### src/hdl/lslf_pkg.sv
`timescale 1ns / 1ps
`default_nettype none
// ---------------------------------------------------------------------------
// lslf_pkg
// Shared widths, types and sequencer states of the least-squares line fitter.
// ---------------------------------------------------------------------------
package lslf_pkg;

   localparam int COORD_W     = 16;
   localparam int FRAC_W      = 16;
   localparam int OUT_W       = 32;
   localparam int POINT_CNT_W = 9;
   localparam int MAX_POINTS  = 256;

   localparam int COUNT_W = $clog2(MAX_POINTS + 1);
   localparam int LOG_W   = $clog2(MAX_POINTS);
   localparam int SUM1_W  = COORD_W + LOG_W;
   localparam int SUM2_W  = 2 * COORD_W + LOG_W;
   localparam int DEN_W   = COUNT_W + SUM2_W;

   // signed operands of the shared multiplier, one guard bit each
   localparam int MUL_A_W = ((SUM2_W > OUT_W) ? SUM2_W : OUT_W) + 1;
   localparam int MUL_B_W = ((SUM1_W > COUNT_W) ? SUM1_W : COUNT_W) + 1;
   localparam int PROD_W  = MUL_A_W + MUL_B_W;

   localparam int T_W    = PROD_W + 1;
   localparam int FEED_W = T_W - FRAC_W;
   localparam int STEP_W = $clog2(FEED_W + 1);

   typedef enum logic [3:0] {
      ST_IDLE,
      ST_ACC_XY,
      ST_ACC_XX,
      ST_ACC_END,
      ST_FIT_NXX,
      ST_FIT_XX,
      ST_FIT_NXY,
      ST_FIT_XY,
      ST_FIT_MAG,
      ST_FIT_CHK,
      ST_DIV_SLOPE,
      ST_MUL_T,
      ST_FIT_T,
      ST_ICPT_GO,
      ST_DIV_ICPT,
      ST_DONE
   } state_type;

   typedef struct packed {
      logic              start;
      logic [STEP_W-1:0] steps;
   } div_ctrl_type;

   typedef struct packed {
      logic busy;
      logic done;
   } div_stat_type;

endpackage
`default_nettype wire

### src/hdl/lslf_mul.sv
`timescale 1ns / 1ps
`default_nettype none
// ---------------------------------------------------------------------------
// lslf_mul
// Shared signed multiplier with a registered product.
// ---------------------------------------------------------------------------
module lslf_mul
   import lslf_pkg::*;
(
   input  wire logic                       clock,
   input  wire logic signed [MUL_A_W-1:0]  mul_a,
   input  wire logic signed [MUL_B_W-1:0]  mul_b,
   output logic signed      [PROD_W-1:0]   prod
);

   logic signed [PROD_W-1:0] prod_ff;
   logic signed [PROD_W-1:0] prod_in;

   always_comb begin
      prod_in = PROD_W'(mul_a) * PROD_W'(mul_b);
   end

   always_ff @(posedge clock) begin
      prod_ff <= prod_in;
   end

   assign prod = prod_ff;

endmodule
`default_nettype wire

### config.mk
export PLATFORM = sky130hd
export DESIGN_NAME = lslf_mul
export DESIGN_NICKNAME = d
export VERILOG_FILES = /design/src/hdl/lslf_pkg.sv /design/src/hdl/lslf_mul.sv
export SDC_FILE = /design/constraint.sdc
export NUM_CORES = 2
export LEC_CHECK = 0
export ABC_CLOCK_PERIOD_IN_PS = 8290
export BUFFER_PORTS_ARGS = -buffer_cell sky130_fd_sc_hd__buf_2
export CAP_MARGIN = 25
export CORE_AREA = 2 2 305 307
export DETAILED_ROUTE_END_ITERATION = 12
export DIE_AREA = 0 0 307 309
export GPL_TIMING_DRIVEN = 0
export HOLD_SLACK_MARGIN = 0.15
export PLACE_DENSITY = 0.61
export SYNTH_ARGS = -nofsm -noshare
export SYNTH_HDL_FRONTEND = slang
export SYNTH_SLANG_ARGS = --single-unit
### constraint.sdc
create_clock -name clock -period 8.29 [get_ports clock]
set_input_delay 0.4145 -clock clock [delete_from_list [all_inputs] [get_ports clock]]
set_output_delay 0.4145 -clock clock [all_outputs]
set_load 0.005 [all_outputs]
==> metrics <==
status complete, no violations; Placed Instances 5241; initial antenna violation count 24; Vias 26900; Hold Path Class input pin to flop; CP max stage delay between 0.6 and 0.7 ns; H-tree lvl count 3; Fillers about 9200; Post-Syn Nets 5187; Buf/Inv on CP 6; CTS tree built; Syn-to-layout area delta 7.37%; complex-gate fraction of the synthesized area 3.70%; Largest register FFs 66; CP arrival approximately 8.5 ns; Routed WL about 120 mm; DRT Pass-1 Iters 6; Synth warnings 0; delay-heaviest family, CP adder cells; Post-synth EDFFs 0; GPL Wtd Cong around 1; Post-DP HPWL 106 mm; max-slew violation count 0; GRT Overall Usage between 20% and 30%; total clock buffers created by CTS 9; Worst EP required between 8 and 9 ns; final setup fails 0; number of remaining DRC errors 0; Finished Layout Cells approximately 5300; starting density of the core between 30% and 40%; Ports approximately 130; max_slew headroom 28.4%; CP Max Fanout 10; post-layout minimum cycle time roughly 8.2 ns; MaxCap Viol Count 0; fin nets about 5300; Synth Cell Area ~36000 sq um; vias in the first global route 29600; Synth top cells by count 1026 x fa_1, 995 x inv_1, 638 x nand2_1; Final period util a little over nine tenths; post-synth top area cell fa_1; fin worst setup slack approximately 0.14 ns; die footprint between 90000 and 100000 sq um; Top FF cell, synth dfxtp_1; post-synthesis mux area share 0.0311%; Area contributors post-synth fa_1 57%, inv_1 10%, and2_1 7.0%, nand2_1 6.6%, ha_1 6.0%; Post-Synth XOR/XNOR Area around 1.8%; post-DR wirelength/cell 23.3 um; Post-Syn Instances roughly 3900; clock tree buffer depth 2; Worst Min Path Start mul_a[0]; design area around 39000 sq um; layout cells sized above 1 about 7%; placed inst area about 38000 sq um; Die Width 307 um; main combinational cell family by area after synthesis adder cells; Synth Area in Adders 62.6%; initial DRC count just over 2000; final setup TNS 0 ns; first-pass GRT wire length roughly 190 mm; CP max stage cell clkbuf_1; Simple-Gate Fraction of Synth Area 15.9%; Core ar. between 90000 and 100000 sq um; Vert. Die Dim about 310 um; clk sinks between 60 and 70; Post-synth ARST share 0%; element type at the critical path start input pin; post-synth top area share between 50% and 60%; most common cell in the netlist fa_1; max frequency 0.123 GHz; site row count roughly 110; drt via density a little over 5; largest net degree at the start of global routing 13; synth unique cells 64; WHS Path Cells 2; Final Hold Fails 0; Worst-Margin Slew between 1 and 1.5 ns; global route overflow 0; clock root buffer clkbuf_16; crit path capture type flop; Syn Area/Cell about 9 sq um; #FFs+latches synth 66; Reg clk slew, reported paths about 0.070 ns; sequential area share after synthesis 3.65%; Routed Antenna Nets 0; Setup WS pre-CTS -0.994 ns; hold path endpoint prod[0]$_DFF_P_; Crit Path Category input pin to flop; port bufs about 130; most frequent CP cell fa_1
## kinds of logic (layout without fill, tap and decap cells)
family / after synthesis / in the layout
compound gates: 198 / 198
xor+xnor: 73 / 73
simple gates: 1197 / 1197
flops: 66 / 66
buf+inv: 1187 / 1340
mux: 1 / 1
fa+ha+maj: 1199 / 1199
other cells: 0 / 4
## layout make-up
cell class	instances	area, sq um	share of cell area, %
antenna	4	10.0	0.0257
buffer	191	847	2.18
clock buffer	11	253	0.649
clock inverter	5	37.5	0.0964
inverter	995	3730	9.60
multi-input combinational	2668	30500	78.4
sequential	66	1320	3.39
tap	1186	1480	3.81
timing repair buffer	138	717	1.84
## worst max path at each step
stage | startpoint | endpoint | cells past startpoint
floorplan | mul_a[40] | prod[64]$_DFF_P_ | 26
global placement | mul_b[16] | prod[65]$_DFF_P_ | 25
detailed placement | mul_b[16] | prod[65]$_DFF_P_ | 25
CTS | mul_b[3] | prod[61]$_DFF_P_ | 24
global route | mul_a[38] | prod[63]$_DFF_P_ | 26
finish | mul_a[5] | prod[64]$_DFF_P_ | 25
## placed cells by master (no fill, tap or decap), drive strengths merged, types with 3 or more instances in the layout
master  netlist  layout
a211oi        4       4
a21boi        4       4
a21o         24      24
a21oi        69      69
a221oi        5       5
a31oi         6       6
and2        405     405
and3          6       6
buf           0     139
clkbuf      192     200
dfxtp        66      66
diode         0       4
fa         1026    1026
ha          173     173
inv         995     996
nand2       638     638
nand2b       10      10
nand3        10      10
nand4        14      14
nor2         47      47
nor2b        40      40
nor3         14      14
o211ai        4       4
o21a          8       8
o21ai        41      41
o21bai       11      11
o31ai         3       3
or3           5       5
xnor2        52      52
xor2         21      21
## per-stage QoR
| step | hold WS [ns] | util (%) |
|---|---|---|
| 3_3_place_gp | 0.781 | 42.0 |
| 4_1_cts | 0.352 | 42.5 |
| 6_report | 0.364 | 42.6 |
| 2_1_floorplan | 0.542 | - |
| 5_1_grt | 0.372 | 42.6 |
| 3_5_place_dp | 0.778 | 42.0 |
## repair_timing
action,in CTS,in global routing
endpoints found under the setup margin,17,10
hold endpoints to repair,0,0
gates cloned,0,0
pin swaps,0,2
hold buffers,0,0
resized for setup,62,96
buffers inserted,0,2
## routing by layer
metal  wire, um  track usage (%)  part of all wire, %  vias to the layer above
met3      10600             6.02                  8.6                      346
met4       7030             12.8                  5.7                       24
met2      57900             44.9                   47                     1170
met1      47300             33.7                   38                    14000
li1           -                -                    -                    11400
met5        151                0                 0.12                        -
Power is not shown: default switching activity piles up to over one toggle a cycle in this logic, so the estimate is an artifact.
