### config.mk
export PLATFORM = sky130hd
export DESIGN_NAME = lslf_div
export DESIGN_NICKNAME = d
export VERILOG_FILES = /design/src/hdl/lslf_pkg.sv /design/src/hdl/lslf_div.sv
export SDC_FILE = /design/constraint.sdc
export NUM_CORES = 1
export LEC_CHECK = 0
export ABC_AREA = 1
export BUFFER_PORTS_ARGS = -buffer_cell sky130_fd_sc_hd__clkbuf_2
export CORE_ASPECT_RATIO = 0.7
export CORE_MARGIN = 2
export CORE_UTILIZATION = 58
export CTS_CLUSTER_DIAMETER = 40
export CTS_CLUSTER_SIZE = 14
export DETAILED_ROUTE_END_ITERATION = 7
export PLACE_DENSITY = 0.8
export SYNTH_ARGS = -nofsm -noshare
export SYNTH_HDL_FRONTEND = slang
export SYNTH_SLANG_ARGS = --single-unit
export TNS_END_PERCENT = 50
### constraint.sdc
create_clock -name clock -period 11.02 [get_ports clock]
set_input_delay 2.204 -clock clock [delete_from_list [all_inputs] [get_ports clock]]
set_output_delay 2.204 -clock clock [all_outputs]
set_load 0.01 [all_outputs]
### src/hdl/lslf_pkg.sv
`timescale 1ns / 1ps
`default_nettype none
// ---------------------------------------------------------------------------
// lslf_pkg
// Shared widths, types and sequencer states of the least-squares line fitter.
// ---------------------------------------------------------------------------
package lslf_pkg;

   localparam int COORD_W     = 16;
   localparam int FRAC_W      = 16;
   localparam int OUT_W       = 32;
   localparam int POINT_CNT_W = 9;
   localparam int MAX_POINTS  = 256;

   localparam int COUNT_W = $clog2(MAX_POINTS + 1);
   localparam int LOG_W   = $clog2(MAX_POINTS);
   localparam int SUM1_W  = COORD_W + LOG_W;
   localparam int SUM2_W  = 2 * COORD_W + LOG_W;
   localparam int DEN_W   = COUNT_W + SUM2_W;

   // signed operands of the shared multiplier, one guard bit each
   localparam int MUL_A_W = ((SUM2_W > OUT_W) ? SUM2_W : OUT_W) + 1;
   localparam int MUL_B_W = ((SUM1_W > COUNT_W) ? SUM1_W : COUNT_W) + 1;
   localparam int PROD_W  = MUL_A_W + MUL_B_W;

   localparam int T_W    = PROD_W + 1;
   localparam int FEED_W = T_W - FRAC_W;
   localparam int STEP_W = $clog2(FEED_W + 1);

   typedef enum logic [3:0] {
      ST_IDLE,
      ST_ACC_XY,
      ST_ACC_XX,
      ST_ACC_END,
      ST_FIT_NXX,
      ST_FIT_XX,
      ST_FIT_NXY,
      ST_FIT_XY,
      ST_FIT_MAG,
      ST_FIT_CHK,
      ST_DIV_SLOPE,
      ST_MUL_T,
      ST_FIT_T,
      ST_ICPT_GO,
      ST_DIV_ICPT,
      ST_DONE
   } state_type;

   typedef struct packed {
      logic              start;
      logic [STEP_W-1:0] steps;
   } div_ctrl_type;

   typedef struct packed {
      logic busy;
      logic done;
   } div_stat_type;

endpackage
`default_nettype wire

### src/hdl/lslf_div.sv
`timescale 1ns / 1ps
`default_nettype none
// ---------------------------------------------------------------------------
// lslf_div
// Restoring divider, one quotient bit per cycle, shared by slope and intercept.
// ---------------------------------------------------------------------------
module lslf_div
   import lslf_pkg::*;
(
   input  wire logic               clock,
   input  wire logic               reset,
   input  wire div_ctrl_type       ctrl,
   input  wire logic [DEN_W-1:0]   rem_init,
   input  wire logic [FEED_W-1:0]  feed_init,
   input  wire logic [DEN_W-1:0]   divisor,
   output div_stat_type            stat,
   output logic [FEED_W-1:0]       quotient
);

   logic [DEN_W-1:0]  rem_ff, rem_in;
   logic [FEED_W-1:0] feed_ff, feed_in;
   logic [FEED_W-1:0] quo_ff, quo_in;
   logic [DEN_W-1:0]  div_ff, div_in;
   logic [STEP_W-1:0] cnt_ff, cnt_in;
   logic              busy_ff, busy_in;
   logic              done_ff, done_in;
   logic [DEN_W:0]    trial;
   logic [DEN_W:0]    diff;
   logic              ge;

   always_comb begin
      trial   = {rem_ff, feed_ff[FEED_W-1]};
      diff    = trial - {1'b0, div_ff};
      ge      = (trial >= {1'b0, div_ff});
      rem_in  = rem_ff;
      feed_in = feed_ff;
      quo_in  = quo_ff;
      div_in  = div_ff;
      cnt_in  = cnt_ff;
      busy_in = busy_ff;
      done_in = 1'b0;
      if (ctrl.start) begin
         rem_in  = rem_init;
         feed_in = feed_init;
         quo_in  = '0;
         div_in  = divisor;
         cnt_in  = ctrl.steps;
         busy_in = 1'b1;
      end else if (busy_ff) begin
         // partial remainder stays below the divisor, so the low bits suffice
         rem_in  = ge ? diff[DEN_W-1:0] : trial[DEN_W-1:0];
         feed_in = {feed_ff[FEED_W-2:0], 1'b0};
         quo_in  = {quo_ff[FEED_W-2:0], ge};
         cnt_in  = cnt_ff - STEP_W'(1);
         if (cnt_ff == STEP_W'(1)) begin
            busy_in = 1'b0;
            done_in = 1'b1;
         end
      end
   end

   always_ff @(posedge clock) begin
      if (reset) begin
         busy_ff <= 1'b0;
         done_ff <= 1'b0;
         cnt_ff  <= '0;
      end else begin
         busy_ff <= busy_in;
         done_ff <= done_in;
         cnt_ff  <= cnt_in;
         rem_ff  <= rem_in;
         feed_ff <= feed_in;
         quo_ff  <= quo_in;
         div_ff  <= div_in;
      end
   end

   assign stat.busy = busy_ff;
   assign stat.done = done_ff;
   assign quotient  = quo_ff;

endmodule
`default_nettype wire
==> results of run 1 <==
==> worst min-delay path by stage <==
stage | end | slack (ps)
final | cnt_ff[5]$_SDFFE_PP0N_ | 500
after global routing | cnt_ff[5]$_SDFFE_PP0N_ | 520
after CTS | cnt_ff[5]$_SDFFE_PP0N_ | 490
after detailed placement | cnt_ff[5]$_SDFFE_PP0N_ | 480
after global placement | cnt_ff[4]$_SDFFE_PP0N_ | 480
after floorplan | cnt_ff[4]$_SDFFE_PP0N_ | 460
==> state kept, by name, summed over array words and instances (netlist names) <==
signal / flops
done_ff: 1
div_ff: 49
cnt_ff: 6
rem_ff: 49
quotient: 51
feed_ff: 51
busy_ff: 1
==> synthesized netlist by cell type, types with 8 or more instances <==
master,number
sky130_fd_sc_hd__nand3b_1,13
sky130_fd_sc_hd__nor2_1,139
sky130_fd_sc_hd__a21oi_1,29
sky130_fd_sc_hd__nor3_1,9
sky130_fd_sc_hd__ha_1,51
sky130_fd_sc_hd__nand2_1,756
sky130_fd_sc_hd__dfxtp_1,8
sky130_fd_sc_hd__nor2_2,9
sky130_fd_sc_hd__nand4_1,45
sky130_fd_sc_hd__xnor2_1,22
sky130_fd_sc_hd__clkbuf_1,32
sky130_fd_sc_hd__nand3_1,92
sky130_fd_sc_hd__inv_1,349
sky130_fd_sc_hd__edfxtp_1,200
==> worst reg2reg max path, cell delays in order (launching register included) <==
cell and delay, ps:
sky130_fd_sc_hd__edfxtp_1 370, sky130_fd_sc_hd__inv_1 160, sky130_fd_sc_hd__ha_1 190, sky130_fd_sc_hd__inv_1 90
sky130_fd_sc_hd__fa_1 470, sky130_fd_sc_hd__nand3_1 180, sky130_fd_sc_hd__nand3b_4 120, sky130_fd_sc_hd__nand2_1 80
sky130_fd_sc_hd__nand2_1 180, sky130_fd_sc_hd__nand2_2 680, sky130_fd_sc_hd__nand3_4 710, sky130_fd_sc_hd__nand2_4 470
sky130_fd_sc_hd__nand2_1 90, sky130_fd_sc_hd__nand2_1 80, sky130_fd_sc_hd__nand2_1 60
==> power groups by stage <==
stage	sequential [µW]	clock [µW]	combinational [µW]
after floorplan	993	0	408
after global placement	986	0	569
after detailed placement	988	0	583
after CTS	973	781	588
after global routing	979	807	672
final	973	771	598
==> cell families (layout without fill, tap and decap cells) <==
| kind of cell | count (synthesis) | in the layout |
|---|---|---|
| adder cells (fa/ha/maj) | 52 | 52 |
| AND/OR/NAND/NOR | 1079 | 1079 |
| AO/OA/AOI/OAI | 48 | 48 |
| flip-flops | 208 | 208 |
| buffers and inverters | 403 | 611 |
| XOR/XNOR | 26 | 26 |
==> layer usage <==
layer  GRT usage  share of wire  vias up
met2      0.4312           0.40      550
met1      0.4664           0.47     5514
met4     0.04575          0.011        0
met3     0.07594           0.11       30
met5           0              0        -
li1            -              -     5991
==> layout make-up <==
cell class                      count  share of cell area
Clock inverter                     16             0.01115
Tap cell                          312             0.02539
Inverter                          356             0.08692
Timing Repair Buffer              216             0.07146
Clock buffer                       23             0.03744
Multi-Input combinational cell   1205              0.3666
Sequential cell                   208              0.4011
==> through the flow <==
step                      std cells  power, µW    util  setup WS, ps  hold WS [ps]
after floorplan                1816       1402       -          1525         463.7
after global placement         2297       1555  0.6466          5751         483.6
after detailed placement       2297       1571  0.6466          5651         481.8
after CTS                      2336       2341  0.6797          6195         494.6
after global routing           2336       2458  0.6797          5991         520.2
final                          2336       2342  0.6797          6201         495.8
==> results.txt, run 1 <==
----------------------------------------------------
[Critical path]
  Worst Reg-to-Reg Cells ... 14
  Reg-to-reg endpoint ... rem_ff[45]$_DFFE_PP_
  Maximum cell stage delay along the critical path ... between 800 and 900 ps
  Cells along the critical path ... buf_4, nor2_1, nor2_4, buf_4, buf_4
  Top cell by count, worst path ... sky130_fd_sc_hd__buf_4
  Crit path to ... feed_ff[18]$_DFFE_PP_
  CP bufs+invs ... 3
  Type of the worst setup path ... input port to flip-flop
  Crit path DAT ... 4980 ps
  Worst-path fanout max ... 80
  Worst reg2reg startpoint ... feed_ff[50]$_DFFE_PP_
  Crit end category ... flip-flop
  Required time worst endpoint ... 11180 ps
  Setup slack of the worst register-to-register path ... 6850 ps
  Critical path startpoint ... ctrl[6]
  Critical path depth in cells ... 5
  Slowest cell on crit path ... sky130_fd_sc_hd__buf_4
  Cell family contributing the most delay on the critical path ... buffers and inverters
  Kind of start point of the critical path ... input port

[Clock network]
  Total clock buffers created by CTS ... 23
  Worst-Skew Late Latency ... 540 ps
  CTS tree ... done
  Buffers inserted during post-CTS setup optimization ... 0
  Clock Path Buffers ... 3
  Clk Tree Root Cell ... sky130_fd_sc_hd__clkbuf_16
  Clock transition at the registers of the reported paths ... 60 ps
  Hold-fix buffer count after cts ... 0
  Sinks on the clock net ... 208
  H-tree Lvls ... 1
  Count of instances resized after the clock tree is built ... 0

[STA]
  Final Critical Period ... between 4000 and 5000 ps
  Share of the clock period used by the worst path ... 0.4373
  Count of final max-slew check failures ... 0
  Slew at the pin closest to its max-slew limit ... 1086 ps
  Fin Clk Skew ... 13.08 ps
  RSZ-0062 raised after global routing ... false
  Setup TNS ... 0 ps
  FMAX ... 0.2075 GHz
  Headroom to the max-slew limit ... 0.2759
  Hold Vio Cnt, Final ... 0
  Number of endpoints failing setup at the final stage ... 0

[Synth]
  Number of library cell types mapped by synthesis ... 36
  Synthesized-area fraction occupied by xor and xnor cells ... 0.01709
  Syn Inst Count ... 1816
  Post-synth EDFFs ... 200
  Largest family of logic cells by synthesized area ... simple AND/OR/NAND/NOR gates
  Count of state elements after synthesis ... 208
  Multiplexer share of the synthesized area ... 0
  Synth Flop Type ... sky130_fd_sc_hd__edfxtp_1
  Area fraction in compound gates after synthesis ... 0.02047
  Net count after synthesis ... between 2000 and 2500
  Cell types occupying the most area after synthesis ... sky130_fd_sc_hd__edfxtp_1 (45%), sky130_fd_sc_hd__nand2_1 (21%), sky130_fd_sc_hd__inv_1 (9.8%)
  Area share of the largest cell type after synthesis ... 0.4507
  Summed instance area of the synthesized netlist ... 13330 µm²
  Fraction of the mapped netlist area in simple logic gates ... 0.3348
  Area share of fa/ha/maj cells after synthesis ... 0.04939
  Mean area per synthesized cell ... 7.338 µm²
  Yosys warnings ... 0
  Biggest area consumer among synthesized cells ... sky130_fd_sc_hd__edfxtp_1
  Fraction of the yosys area taken by sequential cells ... 0.4627
  Post-synthesis async set-or-reset flop share ... 0

[Final layout]
  Proportion of layout cells with a drive suffix above 1 ... 0.1393
  Growth of design area from synthesis to finish ... 15.36%
  Number of nets in the layout ... roughly 2200
  Combined flip-flop and latch cell area ... 6166 µm²
  Total area of multi-input combinational cells ... 5635 µm²
  Total non-filler cell area in the finished layout ... 15370 µm²
  Most common library cell in the layout ignoring fill and taps ... sky130_fd_sc_hd__nand2_1
  Ant diodes ... 0
  Most frequent cells in the layout ... sky130_fd_sc_hd__nand2_1 (756), sky130_fd_sc_hd__inv_1 (348), sky130_fd_sc_hd__clkbuf_2 (209)
  Number of fill cells in the layout ... roughly 2000

[Floorplan]
  Die Y ... around 130 µm
  Die Span X ... 185.2 µm
  Starting density of the core ... 0.5892
  Floorplan row count ... 46
  Core area ... 22620 µm²
  Area of the die ... 24220 µm²
  Total I/O pin count ... 211

[Route]
  First-pass iteration count of the detailed router ... 6
  Sum of routed wire length over all layers ... 36.37 mm
  Final routed DRC violation total ... 0
  Via count of the routed design ... between 10000 and 15000
  Post-detailed-route via-to-cell ratio ... 5.173
  Initial detailed-routing violation count ... roughly 1200
  Routed WL per cell ... 15.57 µm
  Post-DRT Antenna Nets ... 0

[Global routing]
  Via count of the first global-routing pass ... between 10000 and 15000
  Pin count of the biggest net entering global routing ... around 100
  First-pass GRT wire length ... 56.64 mm
  Grt ovf ... 0
  GRT Overall Usage ... 0.3011
  Number of antenna violations at the first check in global routing ... 0

[Pwr]
  Net switching fraction of the power ... 0.3235
  Clock network fraction of design power ... 0.329
  Power share of the combinational group ... 0.255
  Highest ir drop seen on vdd ... 135.8 µV
  Power density relative to cell area ... 152.4 nW/µm²
  Switching power ... 757.7 µW
  Internal power ... 1584 µW
  Static Leakage ... between 0.008 and 0.009 µW
  Sequential share of power ... 0.415

[Outcome]
  Result of the run ... finished, final reports clean

[Job]
  Max capacitance violation total ... 0

[Placement]
  Routability-driven placement congestion ratio ... 1.049
  IO buf count ... 210
  HPWL reported at the end of detailed placement ... 27.21 mm
  Area after DPL ... 14630 µm²

[Worst hold path]
  Type of the tightest min-delay check ... flip-flop to flip-flop
  Hold path startpoint ... cnt_ff[5]$_SDFFE_PP0N_
  Number of cells on the worst hold path ... 2

----------------------------------------------------
(Power assumes the default switching activity.)
==> inputs of run 2 (changes only) <==
ABC_AREA = 0   (was 1)
CORE_UTILIZATION = 51   (was 58)
PLACE_DENSITY = 0.76   (was 0.8)
clock period = 4.3 ns   (was 11.02 ns; I/O delays follow)
==> results.txt, run 2 <==
----------------------------------------------------
[Final layout]
  Number of nets in the layout ... 1439
  Most frequent cells in the layout ... sky130_fd_sc_hd__clkbuf_2 (209), sky130_fd_sc_hd__edfxtp_1 (200), sky130_fd_sc_hd__a21oi_1 (91)
  Proportion of layout cells with a drive suffix above 1 ... 0.2742
  Non-filler cells, final ... 1564
  Growth of design area from synthesis to finish ... 19.31%
  Most common library cell in the layout ignoring fill and taps ... sky130_fd_sc_hd__clkbuf_2

[Clock network]
  H-tree Lvls ... 1
  Clock Path Buffers ... 3
  Total clock buffers created by CTS ... 28
  Sinks on the clock net ... 208
  CTS tree ... done
  Buffers inserted during post-CTS setup optimization ... 0
  Count of instances resized after the clock tree is built ... 0
  Clk Tree Root Cell ... sky130_fd_sc_hd__clkbuf_16
  Hold-fix buffer count after cts ... 0
  Clock transition at the registers of the reported paths ... approximately 60 ps
  Worst-Skew Late Latency ... 540 ps

[STA]
  FMAX ... 0.2620 GHz
  Number of endpoints failing setup at the final stage ... 0
  RSZ-0062 raised after global routing ... false
  Count of final max-slew check failures ... 0
  Share of the clock period used by the worst path ... 0.8876
  Hold Vio Cnt, Final ... 0
  Headroom to the max-slew limit ... 0.3987
  Fin Clk Skew ... 8.451 ps
  Slew at the pin closest to its max-slew limit ... 900.9 ps
  Setup TNS ... 0 ps
  Final Critical Period ... 3817 ps

[Critical path]
  Required time worst endpoint ... between 4000 and 5000 ps
  Reg-to-reg endpoint ... rem_ff[16]$_DFFE_PP_
  Setup slack of the worst register-to-register path ... 480 ps
  Maximum cell stage delay along the critical path ... 470 ps
  Crit end category ... flip-flop
  Slowest cell on crit path ... sky130_fd_sc_hd__buf_4
  Critical path startpoint ... feed_ff[50]$_DFFE_PP_
  Cells along the critical path ... inv_1, ha_1, inv_1, fa_1, a21o_1, a221o_1, a22oi_1, a21o_1, a2111oi_4, a21boi_4, buf_4, nor2_1, a211oi_1, a21oi_1
  Kind of start point of the critical path ... flip-flop
  Crit path DAT ... 4080 ps
  Worst reg2reg startpoint ... feed_ff[50]$_DFFE_PP_
  Crit path to ... rem_ff[16]$_DFFE_PP_
  Worst Reg-to-Reg Cells ... 14
  Type of the worst setup path ... flip-flop to flip-flop
  Worst-path fanout max ... 45

[Synth]
  Post-synth EDFFs ... 200
  Number of library cell types mapped by synthesis ... 76
  Net count after synthesis ... 1252
  Synth Flop Type ... sky130_fd_sc_hd__edfxtp_1
  Syn Inst Count ... 1042
  Most frequent cell after synthesis ... sky130_fd_sc_hd__edfxtp_1
  Area share of the largest cell type after synthesis ... 0.5114
  Summed instance area of the synthesized netlist ... 11740 µm²
  Yosys warnings ... 0
  Cell types occupying the most area after synthesis ... sky130_fd_sc_hd__edfxtp_1 (51%), sky130_fd_sc_hd__ha_1 (5.4%), sky130_fd_sc_hd__mux2_2 (5.4%)
  Post-synthesis async set-or-reset flop share ... 0
  Mean area per synthesized cell ... 11.27 µm²
  Biggest area consumer among synthesized cells ... sky130_fd_sc_hd__edfxtp_1
  Fraction of the yosys area taken by sequential cells ... 0.5250
  Top cell types by occurrence after synthesis ... sky130_fd_sc_hd__edfxtp_1 (200), sky130_fd_sc_hd__a21oi_1 (91), sky130_fd_sc_hd__inv_1 (90), sky130_fd_sc_hd__nor2_1 (61), sky130_fd_sc_hd__mux2_2 (56)
  Count of state elements after synthesis ... ~210

[Pwr]
  Internal power ... 4560 µW
  Power share of the combinational group ... 0.205
  Clock network fraction of design power ... 0.404
  Static Leakage ... slightly below 0.006 µW
  Sequential share of power ... 0.391
  Switching power ... 1789 µW
  Highest ir drop seen on vdd ... 320.8 µV
  Power density relative to cell area ... 453.1 nW/µm²
  Net switching fraction of the power ... 0.2818

[Outcome]
  Result of the run ... finished, final reports clean

[Global routing]
  Pin count of the biggest net entering global routing ... 125
  First-pass GRT wire length ... 42.96 mm
  Grt ovf ... 0
  GRT Overall Usage ... 0.2243
  Via count of the first global-routing pass ... 8181
  Number of antenna violations at the first check in global routing ... 2

[Floorplan]
  Total I/O pin count ... 211
  Die Y ... 131.0 µm
  Floorplan row count ... 46
  Area of the die ... between 20000 and 25000 µm²
  Die Span X ... 185.4 µm
  Starting density of the core ... 0.5192
  Core area ... 22620 µm²

[Route]
  Routed WL per cell ... approximately 18 µm
  Sum of routed wire length over all layers ... 27.82 mm
  First-pass iteration count of the detailed router ... 5
  Initial detailed-routing violation count ... 717
  Via count of the routed design ... 8817
  Post-detailed-route via-to-cell ratio ... 5.637
  Final routed DRC violation total ... 0
  Post-DRT Antenna Nets ... 0

[Job]
  Max capacitance violation total ... 0

[Placement]
  HPWL reported at the end of detailed placement ... a little under 20 mm
  IO buf count ... 210
  Count of placed standard cells including taps ... 1511
  Routability-driven placement congestion ratio ... 0.9378

[Worst hold path]
  Type of the tightest min-delay check ... input port to flip-flop

----------------------------------------------------
-- run 2: metal layers --
layer	GRT usage	part of all wire	vias to the layer above
li1	-	-	4219
met1	0.3504	0.48	4138
met2	0.3169	0.41	410
met3	0.05460	0.099	48
met4	0.03968	0.016	2
met5	0	0.00040	-
-- run 2: worst min path at each step --
stage,from,end,cells after the start
floorplan,feed_ff[0]$_SDFFCE_PN0P_,feed_ff[1]$_DFFE_PP_,1
global placement,feed_ff[33]$_DFFE_PP_,feed_ff[34]$_DFFE_PP_,1
detailed placement,feed_ff[30]$_DFFE_PP_,feed_ff[31]$_DFFE_PP_,1
CTS,divisor[5],div_ff[5]$_DFFE_PP_,1
global route,divisor[4],div_ff[4]$_DFFE_PP_,1
finish,divisor[6],div_ff[6]$_DFFE_PP_,1
-- run 2: power by group through the flow --
stage	logic (µW)	clock network [µW]	registers, µW
floorplan	949	0	2520
global placement	1250	0	2520
detailed placement	1270	0	2520
CTS	1280	2600	2490
global route	1430	2680	2500
finish	1300	2560	2480
-- run 2: area by class of cell --
cell class | count | area, µm²
fillers | 1797 | 8608
multi-input cells | 685 | 4946
flip-flops and latches | 208 | 6166
inverters | 90 | 337.8
clock inverters | 22 | 322.8
clock buffers | 30 | 718.2
repair buffers | 216 | 1127
diodes | 1 | 2.502
well taps | 312 | 390.4
-- run 2: cell families after synthesis --
kind of cell | share of synthesized area
AND/OR/NAND/NOR | 0.1163
buffers and inverters | 0.05572
AO/OA/AOI/OAI | 0.1553
flip-flops | 0.5250
adder cells (fa/ha/maj) | 0.05604
multiplexers | 0.05796
XOR/XNOR | 0.03356
-- run 2: critical path, delay by kind of cell, from the launching register on --
family          cells  cell delay (ps)
compound gates      8             1890
buf+inv             3              590
fa+ha+maj           2              540
flops               1              380
simple gates        1              110
-- run 2: metrics by stage --
| step | area [µm²] | util | setup slack, ps | hold WS [ps] | power (µW) |
|---|---|---|---|---|---|
| global placement | 12970 | 0.5733 | 658.8 | 526.2 | 3769 |
| detailed placement | 12970 | 0.5733 | 580.3 | 534.8 | 3795 |
| floorplan | 11760 | - | 93.41 | 524.8 | 3473 |
| global route | 14010 | 0.6193 | 220.5 | 470.4 | 6611 |
| finish | 14010 | 0.6194 | 483.3 | 489.3 | 6348 |
| CTS | 14010 | 0.6193 | 535.8 | 472.3 | 6371 |
